[config.mk]
export PLATFORM = sky130hd
export DESIGN_NAME = dmt_ctrl
export DESIGN_NICKNAME = d
export VERILOG_FILES = /design/src/rtl/core/dmt_pkg.sv /design/src/rtl/core/dmt_ctrl.sv
export SDC_FILE = /design/constraint.sdc
export NUM_CORES = 1
export LEC_CHECK = 0
export BUFFER_PORTS_ARGS = -buffer_cell sky130_fd_sc_hd__buf_2
export CAP_MARGIN = 25
export CORE_AREA = 8 8 45 47
export CTS_BUF_LIST = sky130_fd_sc_hd__clkbuf_16
export CTS_CLUSTER_DIAMETER = 30
export CTS_CLUSTER_SIZE = 40
export DETAILED_ROUTE_END_ITERATION = 8
export DIE_AREA = 0 0 53 55
export GPL_TIMING_DRIVEN = 0
export PLACE_DENSITY_LB_ADDON = 0.08
export SLEW_MARGIN = 30
export SYNTH_ARGS = -nofsm -noshare
export SYNTH_HDL_FRONTEND = slang
export SYNTH_SLANG_ARGS = --single-unit
[constraint.sdc]
create_clock -name clk -period 2 [get_ports clk]
set_clock_uncertainty 0.2 [all_clocks]
set_input_delay 0.4 -clock clk [delete_from_list [all_inputs] [get_ports clk]]
set_output_delay 0.4 -clock clk [all_outputs]
set_load 0.1 [all_outputs]
[src/rtl/core/dmt_pkg.sv]
// Shared types and constants of the disciplined millisecond timer.
`default_nettype none

package dmt_pkg;

	// Register indexes on the configuration port
	localparam logic REG_ADJUST_SPEED   = 1'b0;
	localparam logic REG_INITIAL_PERIOD = 1'b1;

	// Input item kinds carried in tuser
	localparam logic OP_TICK = 1'b0;
	localparam logic OP_UTC  = 1'b1;

	// Reset values and fixed constants
	localparam logic [15:0] ADJUST_SPEED_RST   = 16'd6554;
	localparam logic [15:0] INITIAL_PERIOD_RST = 16'd33240;
	localparam logic [16:0] Q16_ONE            = 17'h10000;
	localparam logic [9:0]  MS_PER_SEC         = 10'd1000;
	localparam logic [9:0]  MS_LAST            = 10'd999;

	// Commands from the controller to the datapath
	typedef struct packed {
		logic accept;   // any transaction taken this cycle
		logic tick;     // timer clock tick
		logic capture;  // first reference capture
		logic start;    // begin a period correction
		logic mul_d;    // form D = delta * 1000
		logic mul_t;    // form both weighted terms
		logic sum;      // add the weighted terms
		logic mul_n;    // scale by the current period
		logic sat_chk;  // saturation test, load divider
		logic div_step; // one restoring division step
		logic finish;   // commit the new period
	} dmt_cmd_t;

	// Status from the datapath to the controller
	typedef struct packed {
		logic ref_valid; // a reference time is held
		logic utc_equal; // report equals the held reference
	} dmt_sts_t;

endpackage

`default_nettype wire

[src/rtl/core/dmt_ctrl.sv]
// Controller state machine: sequences ticks, captures and period corrections.
`default_nettype none

module dmt_ctrl (
	input  wire logic             clk,
	input  wire logic             arst_n,
	input  wire logic             in_valid,
	input  wire logic             in_op,
	output logic                  in_ready,
	output logic                  out_valid,
	input  wire logic             out_ready,
	input  wire dmt_pkg::dmt_sts_t sts,
	output dmt_pkg::dmt_cmd_t     cmd
);

	typedef enum logic [2:0] {
		ST_IDLE,
		ST_MUL_D,
		ST_MUL_T,
		ST_SUM,
		ST_MUL_N,
		ST_SAT_CHK,
		ST_DIV,
		ST_DONE
	} state_t;

	state_t     state_q;
	logic [3:0] step_q;
	logic       out_valid_q;
	logic       accept;
	logic       is_start;

	assign in_ready  = (state_q == ST_IDLE) && (!out_valid_q || out_ready);
	assign out_valid = out_valid_q;
	assign accept    = in_valid && in_ready;
	assign is_start  = accept && (in_op == dmt_pkg::OP_UTC) && sts.ref_valid && !sts.utc_equal;

	// Decode commands for the datapath
	always_comb begin
		cmd          = '0;
		cmd.accept   = accept;
		cmd.tick     = accept && (in_op == dmt_pkg::OP_TICK);
		cmd.capture  = accept && (in_op == dmt_pkg::OP_UTC) && !sts.ref_valid;
		cmd.start    = is_start;
		cmd.mul_d    = (state_q == ST_MUL_D);
		cmd.mul_t    = (state_q == ST_MUL_T);
		cmd.sum      = (state_q == ST_SUM);
		cmd.mul_n    = (state_q == ST_MUL_N);
		cmd.sat_chk  = (state_q == ST_SAT_CHK);
		cmd.div_step = (state_q == ST_DIV);
		cmd.finish   = (state_q == ST_DONE);
	end

	// Advance state, step count and result valid
	always_ff @(posedge clk or negedge arst_n) begin
		if (!arst_n) begin
			state_q     <= ST_IDLE;
			step_q      <= '0;
			out_valid_q <= 1'b0;
		end else begin
			unique case (state_q)
				ST_IDLE: begin
					if (is_start) begin
						state_q <= ST_MUL_D;
					end
				end
				ST_MUL_D:   state_q <= ST_MUL_T;
				ST_MUL_T:   state_q <= ST_SUM;
				ST_SUM:     state_q <= ST_MUL_N;
				ST_MUL_N:   state_q <= ST_SAT_CHK;
				ST_SAT_CHK: begin
					step_q  <= '0;
					state_q <= ST_DIV;
				end
				ST_DIV: begin
					step_q <= step_q + 4'd1;
					if (step_q == 4'hF) begin
						state_q <= ST_DONE;
					end
				end
				ST_DONE:    state_q <= ST_IDLE;
				default:    state_q <= ST_IDLE;
			endcase

			// Raise valid when an item completes, drop it once taken
			if ((accept && !is_start) || (state_q == ST_DONE)) begin
				out_valid_q <= 1'b1;
			end else if (out_ready) begin
				out_valid_q <= 1'b0;
			end
		end
	end

endmodule

`default_nettype wire

# Word-level counts from Yosys, hierarchy flattened
# Cells that the tools add are included.
word_totals:
  input_bits: 7
  regBits: 8
op_classes:
  bitwise: 1
  n_eq_ne: 10
  n_reduce_logical: 18
  mux: 6
  n_addsub: 1
op_table:
  columns: ["op", "n"]
  rows:
  - ["$pmux 3 s8", 1]
  - ["$eq 3x3->1 const B", 4]
  - ["$logic_and 1x1->1", 8]
  - ["$pmux 4 s2", 1]
  - ["$eq 3x2->1 const B", 2]
  - ["$mux 3", 2]
  - ["$add 4x1->4 const B", 1]
  - ["$eq 4x4->1 const B", 1]
  - ["$logic_not 1->1", 4]
  - ["$reduce_bool 2->1", 2]
  - ["$eq 3x1->1 const B", 1]
  - ["$logic_not 3->1", 1]
  - ["$logic_or 1x1->1", 2]
  - ["$mux 1", 2]
  - ["$ne 2x1->1 const B", 1]
  - ["$ne 2x2->1 const B", 1]
  - ["$reduce_and 2->1", 1]
  - ["$not 1->1", 1]

# Depth between registers and ports, before layout
# Gate-level depths: netlist (run 1).
depth:
  word_depth: 11
  depth_mapped: 5

# Least setup slack after synthesis (run 1)
# OpenSTA, ideal clock, no wires.
synth_path:
  kind: "register to output"
  start: "reg out_valid_q (netlist: out_valid)"
  end: "out cmd[8] (netlist name)"
  path_stages_with_launch: 4
  path_buffers: 0
  arrival_time_ps: 3365
  path_slack_ps: -1965
  required_ps: 1400
  path_cell_list: "dfrtp_1 -> nand2b_1 -> nand3_1 -> nor3b_1"
synth_rtl:
  columns: ["item", "line", "text"]
  rows:
  - ["start, declared", "dmt_ctrl.sv:29", "logic out_valid_q;"]
  - ["start signal, assigned", "dmt_ctrl.sv:59", "out_valid_q <= 1'b0;"]
  - ["start signal, assigned", "dmt_ctrl.sv:87", "out_valid_q <= 1'b1;"]
  - ["start signal, assigned", "dmt_ctrl.sv:89", "out_valid_q <= 1'b0;"]
  - ["end, declared", "dmt_ctrl.sv:13", "output dmt_pkg::dmt_cmd_t cmd"]

==> summary.txt, run 1 <==
Run status
  – Status: finished with violations
  – Failing checks: negative setup slack

Floorplan
  – Num rows: 14
  – I/O pins: 20
  – Core Region: 1380 sq um
  – Die area: 2920 sq um
  – Starting Density: 37.9%
  – Die height: 55 microns
  – Width of the die: 53 microns

Layout
  – Syn-to-layout area delta: 106%
  – Filler Cell Count: 93
  – Layout cells sized above 1: 61.3%
  – Fin util: 77.9%
  – Final net count: 102
  – N_diodes: 0

Synth
  – Asr flop ratio synth: 100%
  – Mapped Cells: 60
  – Synth top area cells: dfrtp_1, nand3_1, buf_4
  – Synth Area per Inst: 8.74 sq um
  – Top_reg_cell synth: dfrtp_1
  – Most area-hungry cell type in the Yosys netlist: dfrtp_1
  – Yosys cell types: 28
  – Synth top cells by count: dfrtp_1, nand3_1, nor2_1
  – Post-synth top area share: 38.2%
  – Synthesized Nets: 68
  – Area of the mapped netlist: 524 sq um
  – Sequential area share after synthesis: 38.2%
  – EDFF count, synth: 0
  – Cell with the most instances after synthesis: dfrtp_1
  – #FFs+latches synth: 8
  – Synth warn: 0

Worst hold path
  – Hold Crit Start: in_valid
  – Hold WC Path Type: in -> reg

Clock tree
  – Total CTS buffers: 3
  – Root Driver: clkbuf_16
  – Clk slew on worst S/H paths: 40 ps
  – CTS tree: yes
  – Clock tree buffer depth: 2
  – Skew-Pair Late Insertion Delay: 240 ps
  – H-Tree Depth: 1
  – Clock Sinks: 8

Worst setup path
  – Worst r2r path cells: 7
  – Critical path buffer and inverter count: 2
  – CP Launch Type: register
  – Max Fanout on Critical Path: 4
  – Reg2reg setup slack: 410 ps
  – Critical Path Start: state_q[1]
  – Worst EP arrival: 1540 ps
  – Crit path capture type: primary output
  – Max stage delay cell, worst path: dfrtp_1
  – Stages on worst setup path: 5
  – Worst setup path class: reg -> out
  – Crit path max-delay family: simple AND/OR/NAND/NOR gates
  – Crit path cell chain: buf_6 -> nor3_4 -> nand3_4 -> nor3b_4 -> buf_12
  – CP peak stage delay: 380 ps
  – R2r startpoint: state_q[1]
  – Reg-to-reg endpoint: step_q[1]
  – Required @ worst endpoint: 1400 ps
  – CP endpoint: cmd[8]

Place
  – Gpl congestion: 0.677
  – Post-DP HPWL: 979 microns
  – Buffers on Ports: 19

STA
  – Setup TNS: -356 ps
  – Slew Viols, Final: 0
  – Fin crit period: 2140 ps
  – Fin. Hold Viols: 0
  – Slew HR: 67.6%
  – Setup violators final: 6
  – Tightest Pin Transition: 490 ps
  – Fmax: 468 MHz
  – PnR worst setup slack: -138 ps
  – RSZ-0062 raised after global routing: yes
  – Crit share post-route: 107%

Route
  – # DRC: 0
  – WL final: 1730 microns
  – Vias per inst: 5.18
  – Vias: 565
  – Wire length per cell: 15.8 microns
  – First drt pass iteration count: 2
  – Final ANT Viol Nets: 0
  – Initial DRC count: 1

Global route
  – GRT Total Usage: 13.1%
  – First-pass GRT wire length: 2730 microns
  – GRT Residual Overflow: 0
  – Vias in the first global route: 602
  – Initial antenna violation count: 0
  – Largest net degree at the start of global routing: 11

Run
  – Max-Cap Viols: 0
-- logic make-up after synthesis --
logic type	share of synthesized area, %
xor+xnor	1.67
flops	38.2
mux	2.15
fa+ha+maj	2.39
buf+inv	9.07
simple gates	32.5
compound gates	14.1
-- what timing repair did --
item | in CTS | in global routing
hold buffers | 1 | 0
hold endpoints to repair | 8 | 0
pin swaps | 5 | 2
endpoints found under the setup margin | 12 | 10
resized for setup | 37 | 13
buffers inserted | 7 | 4
-- worst min-delay path, cell delays in order --
cell	delay [ps]
buf_2	120
nand3_1	80
nand3b_1	100
-- routing by layer --
metal	track usage, %	vias to the layer above	share of wire, %
met4	7.76	0	1.9
li1	-	278	-
met1	14.0	263	40
met5	0	-	0
met3	5.35	6	5.2
met2	21.3	18	53
-- through the flow --
stage,cell area [sq um],cells,setup WS (ps),hold WS (ps)
after floorplan,636,60,-320,-95.6
after global placement,751,95,-131,52.5
after detailed placement,751,95,-138,52.0
after CTS,1020,107,-124,275
after global routing,1080,109,-188,332
final,1080,109,-138,301
-- area by class of cell --
| class | count | area (sq um) | share of cell area [%] |
|---|---|---|---|
| clock inverter | 1 | 3.75 | 0.348 |
| timing repair buffer | 31 | 344 | 31.9 |
| inverter | 4 | 22.5 | 2.09 |
| sequential | 8 | 205 | 19.0 |
| multi-input combinational | 43 | 374 | 34.7 |
| tap | 16 | 20.0 | 1.86 |
| clock buffer | 3 | 75.1 | 6.96 |
| buffer | 3 | 33.8 | 3.13 |
-- layout by cell type, fill, tap and decap left out, drive strengths merged, types with 2 or more instances in the layout --
cell type / n
nand2b: 2
o21ai: 2
nand3b: 2
o2bb2ai: 2
a21oi: 2
and3: 2
clkbuf: 3
clkinvlp: 2
buf: 33
inv: 3
nor3: 4
nand3: 5
nand2: 4
dfrtp: 8
nor2: 5
-- how the worst min path moves through the flow --
stage	to	slack (ps)	cells past startpoint
2_1_floorplan	state_q[0]	-100	0
3_3_place_gp	step_q[0]	50	1
3_5_place_dp	step_q[0]	50	1
4_1_cts	out_valid	280	3
5_1_grt	out_valid	330	3
6_report	out_valid	300	3
-- sequential cells by signal, indices dropped and copies added, names as in the netlist --
name / count
state_q: 3
step_q: 4
out_valid: 1
Power of run 1 is left out: the tool's default activity adds up to more than one toggle a clock period on the data nets, which glitch-free logic cannot reach.
==> run 2: changes to the inputs <==
--- a/config.mk
+++ b/config.mk
@@ -7,12 +7,12 @@
 export LEC_CHECK = 0
 export BUFFER_PORTS_ARGS = -buffer_cell sky130_fd_sc_hd__buf_2
 export CAP_MARGIN = 25
-export CORE_AREA = 8 8 45 47
+export CORE_AREA = 2 2 39 41
 export CTS_BUF_LIST = sky130_fd_sc_hd__clkbuf_16
 export CTS_CLUSTER_DIAMETER = 30
 export CTS_CLUSTER_SIZE = 40
 export DETAILED_ROUTE_END_ITERATION = 8
-export DIE_AREA = 0 0 53 55
+export DIE_AREA = 0 0 41 43
 export GPL_TIMING_DRIVEN = 0
 export PLACE_DENSITY_LB_ADDON = 0.08
 export SLEW_MARGIN = 30
==> run 2 against run 1 <==
The run still ends with negative setup slack left. First-iteration DRC count grew to 13 times the previous value. Setup slack better by 3.5 ps. Sequential cell count stayed put. Critical path depth stayed put. Worst hold slack worse by 19 ps. Count of clock-buffer cells in the layout stayed put. Core utilization is 0.81 points lower. Sequential share of layout area is 0.20 points higher. Non-clock buffer count stayed put. Global-route usage is 8.1 points higher. Critical endpoint unchanged.
==> summary.txt, run 2 (synthesis gave the netlist of run 1 again) <==
Place
  – Gpl congestion: 0.635 (was 0.677)
  – DP Area: 751 sq um (unchanged)
  – Cells after DPL: 95 (unchanged)
  – Buffers on Ports: 19 (unchanged)
  – Post-DP HPWL: 903 microns (was 979 microns)

STA
  – Hold_ws: 282 ps (was 301 ps)
  – Tightest Pin Transition: 483 ps (was 490 ps)
  – Fmax: 469 MHz (was 468 MHz)
  – PnR worst setup slack: -134 ps (was -138 ps)
  – Crit share post-route: 107% (about the same)
  – Setup violators final: 8 (was 6)
  – Fin. Hold Viols: 0 (unchanged)
  – Slew Viols, Final: 0 (unchanged)
  – Fin crit period: 2130 ps (was 2140 ps)
  – RSZ-0062 raised after global routing: yes (unchanged)
  – Slew HR: 68.1% (was 67.6%)

Route
  – Wire length per cell: 13.7 microns (was 15.8 microns)
  – # DRC: 0 (unchanged)
  – Vias per inst: 5.19 (was 5.18)
  – Initial DRC count: 13 (was 1)
  – Vias: 566 (was 565)
  – Final ANT Viol Nets: 0 (unchanged)
  – WL final: 1490 microns (was 1730 microns)
  – First drt pass iteration count: 4 (was 2)

Worst setup path
  – CP peak stage delay: 360 ps (was 380 ps)
  – Worst r2r path cells: 6 (was 7)
  – CP Launch Type: register (unchanged)
  – Worst EP arrival: 1530 ps (was 1540 ps)
  – CP endpoint: cmd[8] (unchanged)
  – Crit path capture type: primary output (unchanged)
  – Critical Path Start: state_q[2] (was state_q[1])
  – Stages on worst setup path: 5 (unchanged)
  – Required @ worst endpoint: 1400 ps (about the same)
  – Reg-to-reg endpoint: step_q[3] (was step_q[1])
  – Crit path max-delay family: simple AND/OR/NAND/NOR gates (unchanged)
  – Max stage delay cell, worst path: dfrtp_1 (unchanged)
  – Crit path cell chain: buf_6 -> nor3_4 -> nand3_4 -> nor3b_4 -> buf_12 (unchanged)
  – Worst setup path class: reg -> out (unchanged)
  – Reg2reg setup slack: 390 ps (was 410 ps)
  – Max Fanout on Critical Path: 4 (unchanged)
  – R2r startpoint: state_q[2] (was state_q[1])
  – Critical path buffer and inverter count: 2 (unchanged)

Clock tree
  – H-Tree Depth: 1 (unchanged)
  – Skew-Pair Late Insertion Delay: 230 ps (was 240 ps)
  – Root Driver: clkbuf_16 (unchanged)
  – Total CTS buffers: 3 (unchanged)
  – CTS tree: yes (unchanged)
  – Clock Sinks: 8 (unchanged)
  – Clock tree buffer depth: 2 (unchanged)
  – Clk slew on worst S/H paths: 40 ps (about the same)

Layout
  – Filler Cell Count: 84 (was 93)
  – Leading cell types in the layout, fill and taps excluded: buf_4, buf_12, buf_2 (was buf_6, buf_12, buf_4)
  – Multi-input logic area: 378 sq um (was 374 sq um)
  – Max FFs per register: 4 (unchanged)
  – Fin util: 77.1% (was 77.9%)
  – Most common cell after layout, fill and taps aside: buf_4 (was buf_6)
  – Final net count: 102 (unchanged)
  – Layout cells sized above 1: 60.2% (was 61.3%)
  – Storage cell area: 205 sq um (unchanged)
  – N_diodes: 0 (unchanged)
  – Syn-to-layout area delta: 104% (was 106%)
  – Final non-filler cell total: 109 (unchanged)
  – Final instance area: 1070 sq um (was 1080 sq um)
  – Reg with most FFs: step_q (unchanged)

Floorplan
  – Starting Density: 37.9% (unchanged)
  – I/O pins: 20 (unchanged)
  – Die height: 43 microns (was 55 microns)
  – Width of the die: 41 microns (was 53 microns)
  – Core Region: 1380 sq um (unchanged)
  – Die area: 1760 sq um (was 2920 sq um)
  – Num rows: 14 (unchanged)

Run status
  – Status: finished with violations (unchanged)
  – Failing checks: negative setup slack (unchanged)

Global route
  – Largest net degree at the start of global routing: 11 (unchanged)
  – GRT Residual Overflow: 0 (unchanged)
  – GRT Total Usage: 21.2% (was 13.1%)
  – Initial antenna violation count: 0 (unchanged)
  – Vias in the first global route: 592 (was 602)
  – First-pass GRT wire length: 2530 microns (was 2730 microns)

Worst hold path
  – Hold Crit Start: in_valid (unchanged)
  – Hold WC Path Type: in -> reg (unchanged)

Run
  – Max-Cap Viols: 0 (unchanged)
==> run 2: layout make-up <==
cell class              instances  share of cell area, %
clock buffers                   3                   7.03
multi-input cells              43                   35.4
plain buffers                   4                   3.87
flip-flops and latches          8                   19.2
clock inverters                 1                  0.352
inverters                       4                   1.76
repair buffers                 30                   30.5
well taps                      16                   1.88
==> run 2: worst min path at each step <==
| stage | endpoint | slack, ps | cells after the start |
|---|---|---|---|
| after floorplan | state_q[0] | -100 | 0 |
| after global placement | step_q[0] | 50 | 1 |
| after detailed placement | step_q[0] | 50 | 1 |
| after CTS | out_valid | 280 | 3 |
| after global routing | out_valid | 320 | 3 |
| final | out_valid | 280 | 3 |
==> run 2: what timing repair did <==
action	in CTS	in global routing
setup buffers	7	3
pin swaps	5	3
endpoints found under the hold margin	8	0
hold buffers	1	0
endpoints found under the setup margin	12	10
resized for setup	36	11
==> run 2: metal layers <==
metal	vias up	GRT usage [%]	wire (microns)
met1	271	28.6	661
met2	17	31.9	755
li1	278	-	-
met3	0	9.42	72
met5	-	0	0
met4	0	2.00	0
==> run 2: worst reg2reg max path, stage by stage (launching register included) <==
cell and delay (ps):
dfrtp_1 330, buf_6 110, buf_4 140, buf_4 120, and2b_1 130, or4b_1 440, nand3_1 80
==> run 2: stage by stage <==
stage	TNS, ps	setup slack [ps]
after floorplan	-826	-320
after global placement	-342	-136
after CTS	-320	-127
after global routing	-1020	-201
final	-456	-134
after detailed placement	-375	-144
Power of run 2 is left out for the same reason.
==> run 3: changes to the inputs <==
--- a/config.mk
+++ b/config.mk
@@ -15,6 +15,8 @@
 export DIE_AREA = 0 0 41 43
 export GPL_TIMING_DRIVEN = 0
 export PLACE_DENSITY_LB_ADDON = 0.08
+export SETUP_SLACK_MARGIN = 0.3
+export SKIP_CTS_REPAIR_TIMING = 1
 export SLEW_MARGIN = 30
 export SYNTH_ARGS = -nofsm -noshare
 export SYNTH_HDL_FRONTEND = slang
==> run 3 against run 2 <==
The run still ends with negative setup slack left. Fmax decreased by 2.1%. Via count increased by 12%. Sequential share of layout area decreased by 2.3 points. Register-to-register slack improved by 60 ps. Sequential cell count unchanged. Worst hold slack improved by 16 ps. Final cell count increased by 5.5%. Highest routed layer is now met4.
==> summary.txt, run 3 (synthesis gave the netlist of run 1 again) <==
Route
  – # DRC: 0 (unchanged)
  – Vias per inst: 5.52 (was 5.19)
  – Vias: 635 (was 566)
  – Wire length per cell: 18.2 microns (was 13.7 microns)
  – DR top layer: met4 (was met3)
  – Final ANT Viol Nets: 0 (unchanged)
  – Met2 wire length: 1060 microns (was 755 microns)
  – First drt pass iteration count: 4 (unchanged)
  – M1 wire length: 830 microns (was 661 microns)
  – Initial DRC count: 5 (was 13)
  – WL final: 2100 microns (was 1490 microns)
  – Routed met3 length: 128 microns (was 72 microns)

Worst setup path
  – Worst r2r path cells: 3 (was 6)
  – Crit path capture type: primary output (unchanged)
  – Reg-to-reg endpoint: step_q[3] (unchanged)
  – CP peak stage delay: 380 ps (was 360 ps)
  – R2r startpoint: state_q[0] (was state_q[2])
  – Max Fanout on Critical Path: 6 (was 4)
  – Crit path cell chain: buf_6 -> nor3_4 -> nand3_4 -> nor3b_4 -> buf_12 (unchanged)
  – Required @ worst endpoint: 1400 ps (about the same)
  – Reg2reg setup slack: 450 ps (was 390 ps)
  – Crit path max-delay family: simple AND/OR/NAND/NOR gates (unchanged)
  – Max stage delay cell, worst path: dfrtp_1 (unchanged)
  – Worst EP arrival: 1580 ps (was 1530 ps)
  – CP Launch Type: register (unchanged)
  – Worst setup path class: reg -> out (unchanged)
  – Critical path buffer and inverter count: 2 (unchanged)

Layout
  – Reg with most FFs: step_q (unchanged)
  – Leading cell types in the layout, fill and taps excluded: buf_12, buf_4, buf_6, buf_2, dfrtp_1 (was buf_4, buf_12, buf_2)
  – Syn-to-layout area delta: 131% (was 104%)
  – Max FFs per register: 4 (unchanged)
  – N_diodes: 0 (unchanged)
  – Multi-input logic area: 393 sq um (was 378 sq um)
  – Fin util: 87.5% (was 77.1%)
  – Storage cell area: 205 sq um (unchanged)
  – Filler Cell Count: 72 (was 84)
  – Layout cells sized above 1: 64.6% (was 60.2%)
  – Final net count: 109 (was 102)
  – Most common cell after layout, fill and taps aside: buf_12 (was buf_4)
  – Final non-filler cell total: 115 (was 109)

STA
  – Slew Viols, Final: 0 (unchanged)
  – PnR worst setup slack: -181 ps (was -134 ps)
  – Slew HR: 67.4% (was 68.1%)
  – Crit share post-route: 109% (was 107%)
  – Hold_ws: 298 ps (was 282 ps)
  – Fin. Hold Viols: 0 (unchanged)
  – Setup violators final: 8 (unchanged)
  – RSZ-0062 raised after global routing: yes (unchanged)
  – Fmax: 459 MHz (was 469 MHz)
  – Fin crit period: 2180 ps (was 2130 ps)
  – Tightest Pin Transition: 492 ps (was 483 ps)

Clock tree
  – Clk slew on worst S/H paths: 40 ps (about the same)
  – CTS tree: yes (unchanged)
  – Root Driver: clkbuf_16 (unchanged)
  – Clock tree buffer depth: 2 (unchanged)
  – Clock Sinks: 8 (unchanged)
  – Total CTS buffers: 3 (unchanged)
  – H-Tree Depth: 1 (unchanged)
  – Skew-Pair Late Insertion Delay: 240 ps (was 230 ps)

Global route
  – GRT Residual Overflow: 0 (unchanged)
  – Largest net degree at the start of global routing: 11 (unchanged)
  – Vias in the first global route: 468 (was 592)
  – GRT Total Usage: 17.8% (was 21.2%)
  – Initial antenna violation count: 0 (unchanged)
  – First-pass GRT wire length: 2070 microns (was 2530 microns)

Place
  – Buffers on Ports: 19 (unchanged)
  – Dpl ws: -171 ps (was -144 ps)
  – Cells after DPL: 95 (unchanged)
  – Post-DP HPWL: 956 microns (was 903 microns)
  – Gpl congestion: 0.688 (was 0.635)

Floorplan
  – I/O pins: 20 (unchanged)
  – Num rows: 14 (unchanged)
  – Width of the die: 41 microns (unchanged)
  – Starting Density: 37.9% (unchanged)
  – Die height: 43 microns (unchanged)
  – Core Region: 1380 sq um (unchanged)
  – Die area: 1760 sq um (unchanged)

Worst hold path
  – Hold WC Path Type: in -> reg (unchanged)
  – Hold EP: out_valid (unchanged)
  – Hold Crit Start: out_ready (was in_valid)
  – Hold depth: 3 (unchanged)

Run status
  – Status: finished with violations (unchanged)
  – Failing checks: negative setup slack (unchanged)

Run
  – Max-Cap Viols: 0 (unchanged)
-- run 3: layout make-up --
type	instances	share of cell area, %
Clock buffer	3	6.20
Sequential cell	8	16.9
Inverter	4	1.55
Tap cell	16	1.65
Buffer	5	6.10
Multi-Input combinational cell	43	32.4
Timing Repair Buffer	36	35.1
-- run 3: metal layers --
layer,GRT usage [%],vias up
met4,10.0,0
met2,26.3,24
met5,0,-
met3,6.28,8
li1,-,290
met1,21.5,313
-- run 3: worst max-delay path by stage --
| stage | cells after the start | end | slack, ps | start |
|---|---|---|---|---|
| detailed placement | 6 | cmd[7] | -170 | state_q[2] |
| global placement | 6 | cmd[7] | -140 | state_q[2] |
| global route | 5 | cmd[8] | -230 | state_q[1] |
| finish | 5 | cmd[8] | -180 | state_q[1] |
| floorplan | 3 | cmd[8] | -320 | out_valid |
| CTS | 6 | cmd[7] | -430 | state_q[2] |
-- run 3: tightest hold or removal path: cells and delay by family --
kind	cells	cell delay (ps)
buffers and inverters	1	70
and+or+nand+nor	2	220
-- run 3: per-stage QoR --
stage / TNS [ps] / cell area [sq um]
after global placement: -331 / 782
after floorplan: -729 / 667
after CTS: -2570 / 857
after global routing: -1110 / 1210
after detailed placement: -454 / 782
final: -734 / 1210
Power of run 3 is left out for the same reason.
